[src/hw/rtl/ppc_pkg.sv]
`default_nettype none

package ppc_pkg;

   // Register indexes on the csr port
   localparam logic [2:0] CSR_SOURCE_WIDTH  = 3'd0;
   localparam logic [2:0] CSR_SOURCE_HEIGHT = 3'd1;
   localparam logic [2:0] CSR_TARGET_WIDTH  = 3'd2;
   localparam logic [2:0] CSR_TARGET_HEIGHT = 3'd3;
   localparam logic [2:0] CSR_ROW_PITCH     = 3'd4;
   localparam logic [2:0] CSR_BPP           = 3'd5;

   // Input command codes
   localparam logic CMD_PALETTE = 1'b0;
   localparam logic CMD_PIXEL   = 1'b1;

   // Depth codes and pixel sizes
   localparam logic [7:0] BPP_RGB565 = 8'd16;
   localparam logic [7:0] BPP_BGR24  = 8'd24;
   localparam logic [2:0] BYTES_RGB565 = 3'd2;
   localparam logic [2:0] BYTES_BGR24  = 3'd3;
   localparam logic [2:0] BYTES_XRGB   = 3'd4;
   localparam logic [7:0] ALPHA_OPAQUE = 8'hFF;
   localparam logic [4:0] DEFAULT_DIVISOR = 5'd4;
   localparam logic [12:0] MAX_SOURCE_SIZE = 13'd4096;

   localparam int ADDR_W  = 27;
   localparam int PITCH_W = 15;
   localparam int SIZE_W  = 13;
   localparam int COUNT_W = 12;

   typedef struct packed {
      logic [SIZE_W-1:0]  source_width;
      logic [SIZE_W-1:0]  source_height;
      logic [SIZE_W-1:0]  target_width;
      logic [SIZE_W-1:0]  target_height;
      logic [PITCH_W-1:0] row_pitch_bytes;
      logic [7:0]         bits_per_pixel;
   } cfg_type;

   typedef struct packed {
      logic [SIZE_W-1:0]  sw;       // clamped source width
      logic [SIZE_W-1:0]  sh;       // clamped source height
      logic [SIZE_W-1:0]  copy_w;
      logic [SIZE_W-1:0]  copy_h;
      logic [COUNT_W-1:0] ox;
      logic [ADDR_W-1:0]  oy_addr;  // byte offset of the first copied row
      logic [2:0]         nbytes;
   } geom_type;

endpackage

`default_nettype wire

[src/hw/rtl/ppc_geom.sv]
`default_nettype none

module ppc_geom
   import ppc_pkg::*;
(
   input  wire logic    clock,
   input  wire logic    reset,
   input  wire logic    start,
   input  wire cfg_type cfg,
   output logic         busy,
   output geom_type     geom
);

   typedef enum logic [2:0] {
      G_LOAD,
      G_DIV,
      G_SIZE,
      G_MUL,
      G_IDLE
   } geom_state_type;

   geom_state_type     state_ff, state_in;
   logic [3:0]         step_ff, step_in;
   logic [4:0]         div_ff, div_in;
   logic [4:0]         rem_ff, rem_in;
   logic [PITCH_W-1:0] quo_ff, quo_in;
   logic [COUNT_W-1:0] oy_ff, oy_in;
   geom_type           geom_ff, geom_in;

   logic [5:0]         shifted;
   logic [4:0]         raw_div;
   logic [SIZE_W-1:0]  swc, shc, fbw, cw, ch;
   logic [SIZE_W-1:0]  dw, dh;

   assign raw_div = cfg.bits_per_pixel[7:3];

   always_comb begin
      state_in = state_ff;
      step_in  = step_ff;
      div_in   = div_ff;
      rem_in   = rem_ff;
      quo_in   = quo_ff;
      oy_in    = oy_ff;
      geom_in  = geom_ff;
      shifted  = {rem_ff, quo_ff[PITCH_W-1]};
      swc = cfg.source_width;
      if (cfg.source_width == '0) swc = 13'd1;
      else if (cfg.source_width > MAX_SOURCE_SIZE) swc = MAX_SOURCE_SIZE;
      shc = cfg.source_height;
      if (cfg.source_height == '0) shc = 13'd1;
      else if (cfg.source_height > MAX_SOURCE_SIZE) shc = MAX_SOURCE_SIZE;
      // quo_ff holds pitch / divisor once the divide is through
      fbw = ({2'b00, cfg.target_width} < quo_ff) ? cfg.target_width : quo_ff[SIZE_W-1:0];
      cw  = (swc < fbw) ? swc : fbw;
      ch  = (shc < cfg.target_height) ? shc : cfg.target_height;
      dw  = fbw - cw;
      dh  = cfg.target_height - ch;

      case (state_ff)
         G_LOAD: begin
            div_in   = (raw_div == '0) ? DEFAULT_DIVISOR : raw_div;
            rem_in   = '0;
            quo_in   = cfg.row_pitch_bytes;
            step_in  = '0;
            state_in = G_DIV;
         end
         G_DIV: begin
            // restoring divide, one quotient bit a cycle
            if (shifted >= {1'b0, div_ff}) begin
               rem_in = 5'(shifted - {1'b0, div_ff});
               quo_in = {quo_ff[PITCH_W-2:0], 1'b1};
            end else begin
               rem_in = shifted[4:0];
               quo_in = {quo_ff[PITCH_W-2:0], 1'b0};
            end
            step_in = step_ff + 4'd1;
            if (step_ff == 4'(PITCH_W - 1)) begin
               state_in = G_SIZE;
            end
         end
         G_SIZE: begin
            geom_in.sw     = swc;
            geom_in.sh     = shc;
            geom_in.copy_w = cw;
            geom_in.copy_h = ch;
            geom_in.ox     = dw[SIZE_W-1:1];
            oy_in          = dh[SIZE_W-1:1];
            if (cfg.bits_per_pixel == BPP_RGB565) geom_in.nbytes = BYTES_RGB565;
            else if (cfg.bits_per_pixel == BPP_BGR24) geom_in.nbytes = BYTES_BGR24;
            else geom_in.nbytes = BYTES_XRGB;
            state_in = G_MUL;
         end
         G_MUL: begin
            geom_in.oy_addr = ADDR_W'(oy_ff) * ADDR_W'(cfg.row_pitch_bytes);
            state_in = G_IDLE;
         end
         G_IDLE: begin
            state_in = G_IDLE;
         end
         default: begin
            state_in = G_LOAD;
         end
      endcase

      if (start) begin
         state_in = G_LOAD;
      end
   end

   always_ff @(posedge clock) begin
      if (reset) begin
         state_ff <= G_LOAD;
      end else begin
         state_ff <= state_in;
      end
      step_ff <= step_in;
      div_ff  <= div_in;
      rem_ff  <= rem_in;
      quo_ff  <= quo_in;
      oy_ff   <= oy_in;
      geom_ff <= geom_in;
   end

   assign busy = (state_ff != G_IDLE);
   assign geom = geom_ff;

endmodule

`default_nettype wire

[config.mk]
export PLATFORM = sky130hd
export DESIGN_NAME = ppc_geom
export DESIGN_NICKNAME = d
export VERILOG_FILES = /design/src/hw/rtl/ppc_pkg.sv /design/src/hw/rtl/ppc_geom.sv
export SDC_FILE = /design/constraint.sdc
export NUM_CORES = 1
export LEC_CHECK = 0
export BUFFER_PORTS_ARGS = -buffer_cell sky130_fd_sc_hd__buf_2
export CAP_MARGIN = 5
export CORE_MARGIN = 1
export CORE_UTILIZATION = 25
export DETAILED_ROUTE_END_ITERATION = 16
export PLACE_DENSITY = 0.4
export SKIP_LAST_GASP = 1
export SYNTH_ARGS = -nofsm -noshare
export SYNTH_HDL_FRONTEND = slang
export SYNTH_SLANG_ARGS = --single-unit
[constraint.sdc]
create_clock -name clock -period 16.9 [get_ports clock]
set_input_delay 0.845 -clock clock [delete_from_list [all_inputs] [get_ports clock]]
set_output_delay 0.845 -clock clock [all_outputs]
set_load 0.01 [all_outputs]
Word-level counts from Yosys, hierarchy flattened
Index checks and enable logic that the tools add are counted.
- flip-flop bits (word level): 138
- logic and storage cells: 55
- reductions and logical operators: 7
- add/sub/neg operators: 4
- mux-type cells: 15
- order comparisons: 6
- eq/ne operators: 9
- multipliers: 1
- operators by type and width (kind ; number):
    $mux 13 ; 7
    $pmux 15 s2 ; 1
    $mul 12x15->27 ; 1
    $gt 13x13->1 const B ; 2
    $logic_not 13->1 ; 2
    $lt 13x13->1 ; 2
    $sub 13x13->13 ; 2
    $eq 8x5->1 const B ; 2
    $lt 13x15->1 ; 1
    $pmux 3 s4 ; 1
    $pmux 5 s2 ; 1
    $pmux 4 s2 ; 1
    $eq 3x2->1 const B ; 2
    $ge 6x5->1 ; 1
    $mux 3 ; 2
    $logic_not 5->1 ; 1
    $mux 5 ; 1
    $sub 5x5->5 ; 1
    $add 4x1->4 const B ; 1
    $eq 4x4->1 const B ; 1
    $reduce_or 2->1 ; 2
    $eq 3x1->1 const B ; 1
    $eq 3x3->1 const B ; 1
    $logic_not 3->1 ; 1
    4 further kinds ; 4

Longest topological paths before layout
Gate-level depths: netlist of run 1.
- word-level depth: 6
- mapped depth: 28
- gate-level depth less buffers: 24

Least setup slack after synthesis of run 1
OpenSTA, ideal clock, no wires.
- path type: input -> register
- start: input port cfg[41] (netlist bit)
- end: register geom_ff, in the netlist geom[41] (data pin)
- arrival time: 6703 ps
- setup slack: 10007 ps
- setup time: 190 ps
- stages on the path: 26
- data required time: 16710 ps
- path through: ha_1 -> a21oi_1 -> nand2_1 -> a221o_1 -> a21oi_4 -> buf_6 -> clkbuf_1 -> nor2_1 -> a21oi_1 -> ha_1 -> and4_1 -> a221o_1 -> nor3_1 -> a211o_1 -> buf_6 -> clkbuf_1 -> clkbuf_1 -> a21oi_1 -> fa_1 -> a21o_1 -> o311a_1 -> a32oi_2 -> o2111ai_2 -> a31oi_4 -> mux2i_1 -> a2111oi_2
- longest elaborated chain between the ends: 5
- ends and longest elaborated chain (what ; line ; source):
    start, declared ; ppc_geom.sv:9 ; input wire cfg_type cfg,
    $lt 13x15->1 ; ppc_geom.sv:53 ; fbw = ({2'b00, cfg.target_width} < quo_ff) ? cfg.target_width : quo_ff[SIZE_W-1:0];
    $mux 13 (*) ; ppc_geom.sv:53 ;
    $lt 13x13->1 ; ppc_geom.sv:54 ; cw = (swc < fbw) ? swc : fbw;
    $mux 13 ; ppc_geom.sv:54 ;
    $sub 13x13->13 (*) ; ppc_geom.sv:56 ; dw = fbw - cw;
    net dw[12] ; ppc_geom.sv:33 ; logic [SIZE_W-1:0] dw, dh;
    end signal, assigned ; ppc_geom.sv:121 ; geom_ff <= geom_in;
    end, declared ; ppc_geom.sv:28 ; geom_type geom_ff, geom_in;
Mark *: on every way through the listed nets, which the timed path passes. The rest lies on a longest branch.
A chain may end at the register's enable or synchronous reset.

Final worst setup path of run 1
Same ends and word-level chain as after synthesis.

==> results of run 1 <==
through the flow:
step | cell area, µm² | hold WS, ns
global route | 15700 | 0.563
floorplan | 13600 | 0.554
finish | 15700 | 0.591
CTS | 15700 | 0.549
detailed placement | 15100 | 0.609
global placement | 15100 | 0.600
worst paths after layout:
check,to,slack (ns),startpoint,cells past startpoint
max,geom[41],9.91,cfg[41],23
min,state_ff[2],0.59,reset,2
max reg2reg,geom[41],9.95,quo_ff[8],22
min reg2reg,step_ff[0],0.61,step_ff[0],1
power groups by stage:
stage	combinational, W	sequential, W	clock (W)
after global placement	0.000938	0.000461	0
after CTS	0.000946	0.000453	0.000404
after floorplan	0.000726	0.000458	0
after detailed placement	0.000937	0.000460	0
final	0.000930	0.000453	0.000388
after global routing	0.00108	0.000455	0.000414
cells in the final DEF (no fill, tap or decap), drive strengths merged, types with 5 or more instances in the layout:
cell     Yosys  layout
and2        61      61
xnor2       31      31
nand3       12      12
nand2      181     181
a21oi       57      57
a211o        5       5
a21o        11      11
a2111oi      6       6
or3          8       8
a31oi       11      11
clkbuf      46      25
mux2i       19      19
nor2b       30      30
nor2        78      78
mux2         7       7
o21ai       56      56
buf          3     179
o21a         9       9
edfxtp     135     135
o211ai       7       7
a21boi       8       8
ha         124     124
xor2        11      11
and3         5       5
or4          5       5
fa         133     133
inv        247     247
nand4        5       5
nor4         5       5
nor3        22      22
routing by layer:
metal,global-route usage,part of all wire,vias up
met5,0,0.0019,-
met4,0.0273,0.0099,10
met1,0.172,0.45,4992
met2,0.225,0.49,190
met3,0.0371,0.048,28
li1,-,-,4878
layout make-up:
type / count / share of cell area
Sequential cell: 138 / 0.262
Tap cell: 688 / 0.0547
Clock inverter: 7 / 0.00581
Antenna cell: 3 / 0.000477
Multi-Input combinational cell: 959 / 0.529
Inverter: 247 / 0.0589
Clock buffer: 25 / 0.0315
Timing Repair Buffer: 179 / 0.0581
flip-flops by register name, summed over array words and instances (netlist names):
name / count
div_ff: 5
geom: 94
state_ff: 3
rem_ff: 5
oy_ff: 12
step_ff: 4
quo_ff: 15
cells by family (layout without fill, tap and decap cells):
group,after synthesis,in the layout,synth area share
AO/OA/AOI/OAI,201,201,0.101
buffers and inverters,296,458,0.0831
other,0,3,0
multiplexers,26,26,0.0213
AND/OR/NAND/NOR,431,431,0.152
flip-flops,138,138,0.304
adder cells (fa/ha/maj),259,259,0.312
XOR/XNOR,42,42,0.0271
==> impl_summary.md, run 1 <==
Power
The leakage power total is 7.26 nW. Of the total power, the clock network draws 0.219. The switching share of power is 0.396. Power comes to 0.00177 W. The net switching power is 0.000701 W. The combinational fraction of design power is 0.525. The internal portion of the total power is 0.00107 W. The worst supply voltage drop on vdd is 0.0691 mV.

The sequential power share is 0.256. The power density over the cells is 113 nW/µm².

Critical path
The critical path's largest stage delay is 0.62 ns. The buffering stage count on the worst path with inverters included is 2. STA puts the critical path data required time at 17.16 ns. The worst setup path is captured at a flop. Traced cell by cell, the critical path runs through buf_2, ha_1, a21oi_1, nand2_1, a221o_1, a21oi_4, mux2i_2, ha_1, nand2_1, o21ai_0, a221o_1, nor3_1, a211o_1, buf_4, a21oi_1, fa_1, a21o_1, o311a_1, a32oi_2, o2111ai_2, a31oi_4, mux2i_1, a2111oi_2. The worst setup path is launched from an input pin.

The cell with the largest stage delay on the worst path is sky130_fd_sc_hd__a21oi_4. The startpoint-to-endpoint class of the critical path is in2reg. The kind of cell adding the most delay to the critical path is compound AO/OA/AOI/OAI gates. The worst path arrival time is 7.25 ns. The maximum fanout count along the critical path is 29.

Clocking
Buffers added to address setup during post-CTS repair amount to 0. No sink is reached through more buffers than the 2 on the longest clock path. The count of instances resized after the clock tree is built is 0. The cts-stage hold buffer count is 0. After clock tree synthesis, the clock-pin slew on the worst setup and hold paths is 0.06 ns.

The clock sink count is 138. CTS placed an instance of sky130_fd_sc_hd__clkbuf_16 at the clock tree root. The H-tree was split into 4 levels. Clock tree synthesis inserted a total of 17 buffers. For the worst-skew pair, the clock arrives at the later sink with an insertion delay of 0.45 ns. The clock tree from TritonCTS is done.

Floorplanning
The floorplan step defined a die boundary enclosing approximately 55000 µm². The total number of placement rows is 84. For this configuration, the core starts out at a cell density of 0.255. The vertical die dimension is 235 µm. The die span in x is 235 µm. 173 I/O pins were placed. The core region is between 50000 and 60000 µm².

Global route
The initial antenna violation count was 6. Entering global routing, the biggest net connects between 40 and 50 pins. The first global-routing pass estimated 57800 µm of wire.

The total routing usage reported by global routing is 0.134. Summed over all layers, the global routing overflow is 0. The via count of the first global-routing pass was 10500.

Final layout
Relative to the synthesized area, the layout overhead comes to 16.1%. The net count of the finished layout is 1877. The share of layout cells above drive strength 1 is 0.154. The sequential cells in the finished layout cover a total of 4110 µm². The number of cells in the finished layout apart from fillers is 2246. The combined area of the multi-input logic cells is 8320 µm². Counting the fill cells in the layout gives 5581. For this run, the share of the core covered by cells in the final layout is 0.296.

Synthesis
The number of unique standard cell types used by synthesis is 72. The share of the synthesized area in the top cell type is 0.299. The most frequently used cell type in the post-synthesis netlist is sky130_fd_sc_hd__inv_1. The combined area of all synthesized cells is 13600 µm². Sorting the synthesized cells by how often they occur yields 246 x sky130_fd_sc_hd__inv_1, 181 x sky130_fd_sc_hd__nand2_1, 135 x sky130_fd_sc_hd__edfxtp_1. Yosys attributes the largest share of cell area to sky130_fd_sc_hd__edfxtp_1 30%, sky130_fd_sc_hd__fa_1 20%, sky130_fd_sc_hd__ha_1 11%. The share of flip-flops with an asynchronous set or reset is 0.

The share of the Yosys chip area taken by registers is 0.304. The most used flip-flop cell after synthesis is sky130_fd_sc_hd__edfxtp_1. The average size of a mapped cell is ~10 µm². sky130_fd_sc_hd__edfxtp_1 takes more of the synthesized area than any other cell. The number of register bits inferred by synthesis is 138.

The number of nets produced by synthesis is 1728. In this run, synthesis inferred 135 flip-flops with an integrated enable. The warning count from the yosys run is 0. The gate count of the mapped netlist is 1393.

Route
The total iterations of the first detailed-routing run is 5. Using the TritonRoute via totals, the vias-per-cell ratio works out to 4.50. In the routed design, unresolved DRC markers number 0. The detail-routed net length per standard cell is 16.0 µm. The residual antenna-violating net count after detailed routing is 0. Summing over every cut layer, the via total after detailed routing is 10100. Wires add up to ~36000 µm. In this run, the number of DRC markers left after iteration 0 of detailed routing was 462.

Timing
The post-layout minimum cycle time is around 7 ns. The number of slew-limit violations in the final report is 0. The actual slew at the worst max-slew pin is 0.789 ns. For the final database, setup skew stands at 0.00812 ns. The hold violation total from the final report is 0. The final sum of negative setup slack is 0 ns.

Dividing the final minimum period by the clock period gives 0.413. Setup slack closes at 9.91 ns. Measured against its own limit, the worst slew margin works out to 0.470. Derived from the worst setup path, the maximum achievable clock frequency is 143 MHz. Setup repair after global routing left no endpoint under its margin. Setup violations remaining at the end of the flow were counted as 0.

Placed design
The count of input and output buffers is 172. The congestion estimate from routability-driven global placement came to 0.833. The HPWL after detailed placement is 28400 µm. The count of placed standard cells including taps is 2211. At the placement stage, the worst setup path has a slack of around 9.5 ns.

Run
The tool flagged a number of max-cap violations equal to 0.

Worst hold path
In this run the worst hold path is classified as in2reg.

Outcome
The run finished with clean final reports.
Note: power is estimated with default switching activity, not from simulation.
==> run 2, diff against run 1 <==
PLACE_DENSITY = 0.41   (was 0.4)
clock period = 5.9 ns   (was 16.9 ns; I/O delays follow)
==> run 2 against run 1 <==
Compared with the run above: register-to-register slack got worse by 9.8 ns; routed wire length rose by 0.82%; flip-flop and latch count did not move; first-iteration DRC count fell by 25%; combinational power grew to 3.1 times the previous value; worst hold slack got worse by 0.50 ns.
==> impl_summary.md, run 2 (synthesized netlist as in run 1, its figures left out) <==
Global route
The maximum number of pins on one net before global-route repair is 60 (+43%). The global-route wire length before repair is 57900 µm (+0.12%). The total routing usage reported by global routing is 0.136 (+0.00153). The final global-route overflow total is 0 (unchanged). The initial antenna violation count came to 5 (-1). The via count of the first global-routing pass was 10700 (+2.0%).

Floorplanning
The initial core utilization is 0.255 (unchanged). The die span in x came to 235 µm (unchanged). The vertical die dimension came to 235 µm (unchanged). The number of primary I/O pins is 173 (unchanged). The total number of placement rows is 84 (unchanged). The overall die area came to 55100 µm² (unchanged).

The area of the placeable core was 53100 µm² (unchanged).

Final layout
The combined area of the multi-input logic cells came to 8490 µm² (+2.0%). The number of cells in the finished layout apart from fillers is 2323 (+3.4%). The final design utilization is 0.311 (+0.0151). The sequential standard cell area is 4110 µm² (unchanged). The final design area excluding fillers is 16500 µm² (+5.1%). The total number of nets in the final design is 1954 (+4.1%).

The top cell types in the final layout, fill and taps aside, are 242 x sky130_fd_sc_hd__inv_1, 180 x sky130_fd_sc_hd__nand2_1, 172 x sky130_fd_sc_hd__buf_2. The number of flip-flops in the largest register was 94 (unchanged). The library cell used most frequently in the layout, excluding fill and tap cells, is sky130_fd_sc_hd__inv_1.

The final-layout fill cell count came to 5521 (-1.1%). The share of layout cells above drive strength 1 is 0.207 (+0.0528). The area added between synthesis and finish is 22.0%.

Route
The final wirelength came to 36200 µm (+0.82%). The post-detailed-route DRC marker count is 0 (unchanged). The detail-routed net length per standard cell came to 15.6 µm (-2.5%).

The initial detailed-routing violation count came to 347 (-25%). The via density per instance is 4.46 (-0.83%). The total number of vias is 10400 (+2.6%). The residual antenna-violating net count after detailed routing was 0 (unchanged). The total iterations of the first detailed-routing run is 5 (unchanged).

Clocking
The number of buffers inserted during clock tree synthesis is 17 (unchanged). The clock latency at the later pin of the worst-skew pair was 0.49 ns (+0.04 ns). The largest buffer count on any clock path was 2 (unchanged). The clock sink count came to 138 (unchanged). TritonCTS built the clock tree. The clock transition at the registers of the reported paths is 0.07 ns (about the same). The number of H-tree branching levels is 4 (unchanged). Clock tree synthesis selected as its root buffer the cell sky130_fd_sc_hd__clkbuf_16.

Timing
The maximum clock rate is 174 MHz. The worst slew margin relative to its limit is 0.241 (-0.228). Subtracting the final worst setup slack from the clock period gives 5.74 ns. The number of failing setup endpoints in the final timing report is 0 (unchanged). The share of the clock period used by the worst path after layout is 0.973. The number of slew-limit violations in the final report was 0 (unchanged). The final setup skew is 0.0131 ns (+0.00501 ns).

The actual slew at the worst max-slew pin came to 1.14 ns (+0.347 ns). The final sum of negative setup slack is 0 ns (unchanged). The hold violation total from the final report is 0 (unchanged).

Critical path
The launch point of the worst reg-to-reg path is quo_ff[8]. The maximum fanout count along the critical path was 6 (-79%). STA classifies the critical path startpoint as a flop. The required time of the critical path is 6.21 ns (-10.95 ns). The register-to-register path setup slack is 0.16 ns (-9.79 ns). The number of cells traversed by the worst register-to-register path is 22 (unchanged). STA classifies the critical path endpoint as a flop.

The worst path arrival time is 6.05 ns (-1.20 ns). The startpoint-to-endpoint class of the critical path is reg2reg. The worst register-to-register path ends at geom[41].

Placed design
The final weighted congestion in routability-driven placement is 0.801 (-3.9%). The cell area after placement came to 15500 µm² (+2.3%). The count of input and output buffers is 172 (unchanged). The count of placed standard cells including taps is 2249 (+1.7%). The placed wire-length estimate after detailed placement came to 29000 µm (+2.0%).

Power
The power density over the cells is 311 nW/µm² (+180%). The worst supply voltage drop on vdd is 0.276 mV (+300%). The leakage power total is 7.61 nW (+4.9%).

Worst hold path
The startpoint identified for the worst hold timing path is cfg[5]. The worst hold path cell count is 2 (unchanged). The tightest min-delay check is of the in2reg type.

The capture endpoint of the worst hold path is div_ff[2].

Outcome
The run finished with clean final reports.

Run
The number of max-cap violations is 0 (unchanged).
run 2: critical path: stages (launching register included):
cell,delay (ns)
sky130_fd_sc_hd__edfxtp_1,0.40
sky130_fd_sc_hd__inv_2,0.08
sky130_fd_sc_hd__ha_1,0.23
sky130_fd_sc_hd__a211o_1,0.33
sky130_fd_sc_hd__a221o_1,0.34
sky130_fd_sc_hd__a21oi_4,0.30
sky130_fd_sc_hd__buf_12,0.17
sky130_fd_sc_hd__mux2i_4,0.26
sky130_fd_sc_hd__ha_4,0.23
sky130_fd_sc_hd__a21oi_2,0.13
sky130_fd_sc_hd__o21ai_1,0.07
sky130_fd_sc_hd__a221o_1,0.42
sky130_fd_sc_hd__a2111oi_4,0.34
sky130_fd_sc_hd__a211o_4,0.20
sky130_fd_sc_hd__nand3_2,0.10
sky130_fd_sc_hd__fa_2,0.43
sky130_fd_sc_hd__a21o_1,0.20
sky130_fd_sc_hd__o311a_1,0.14
sky130_fd_sc_hd__a32oi_2,0.27
sky130_fd_sc_hd__o2111ai_2,0.19
sky130_fd_sc_hd__a31oi_4,0.29
sky130_fd_sc_hd__mux2i_1,0.12
sky130_fd_sc_hd__a2111oi_2,0.33
run 2: worst max path at each step:
stage / endpoint / start
5_1_grt: geom[41] / quo_ff[8]
6_report: geom[41] / quo_ff[8]
4_1_cts: geom[41] / quo_ff[5]
3_3_place_gp: geom[41] / cfg[41]
3_5_place_dp: geom[41] / quo_ff[5]
2_1_floorplan: geom[41] / quo_ff[8]
run 2: what timing repair did:
action                                 CTS  global route
pin swaps                                2            14
endpoints found under the hold margin    6             0
cloned                                   0             1
hold buffers                             7             0
setup endpoints to repair                1            15
setup buffers                            1            30
gates resized for setup                  1            31
run 2: where the power goes:
group	switching, W	internal [W]	leakage [nW]
Sequential	0.0000230	0.00126	1.30
Combinational	0.00159	0.00124	6.07
Clock	0.000483	0.000536	0.245
Total	0.00210	0.00304	7.61
run 2: final cells by class:
cell class,count,area share
sequential,138,0.249
timing repair buffer,256,0.0971
antenna,3,0.000454
inverter,247,0.0561
multi-input combinational,959,0.513
clock inverter,13,0.00575
tap,688,0.0521
clock buffer,19,0.0262
run 2: stage by stage:
step           worst slack, ns  hold WS, ns  power [W]
6_report                 0.157       0.0869    0.00514
5_1_grt                -0.0397       0.0744    0.00563
4_1_cts                0.00955       0.0427    0.00516
3_5_place_dp           -0.0229        0.491    0.00407
3_3_place_gp            0.0796        0.492    0.00408
2_1_floorplan          0.00238        0.372    0.00340
run 2: per-layer routing:
metal | track usage | up-vias | wire (µm)
li1 | - | 5061 | -
met1 | 0.173 | 5070 | 16600
met2 | 0.220 | 183 | 17200
met3 | 0.0383 | 38 | 1770
met4 | 0.0478 | 6 | 602
met5 | 0 | - | 41
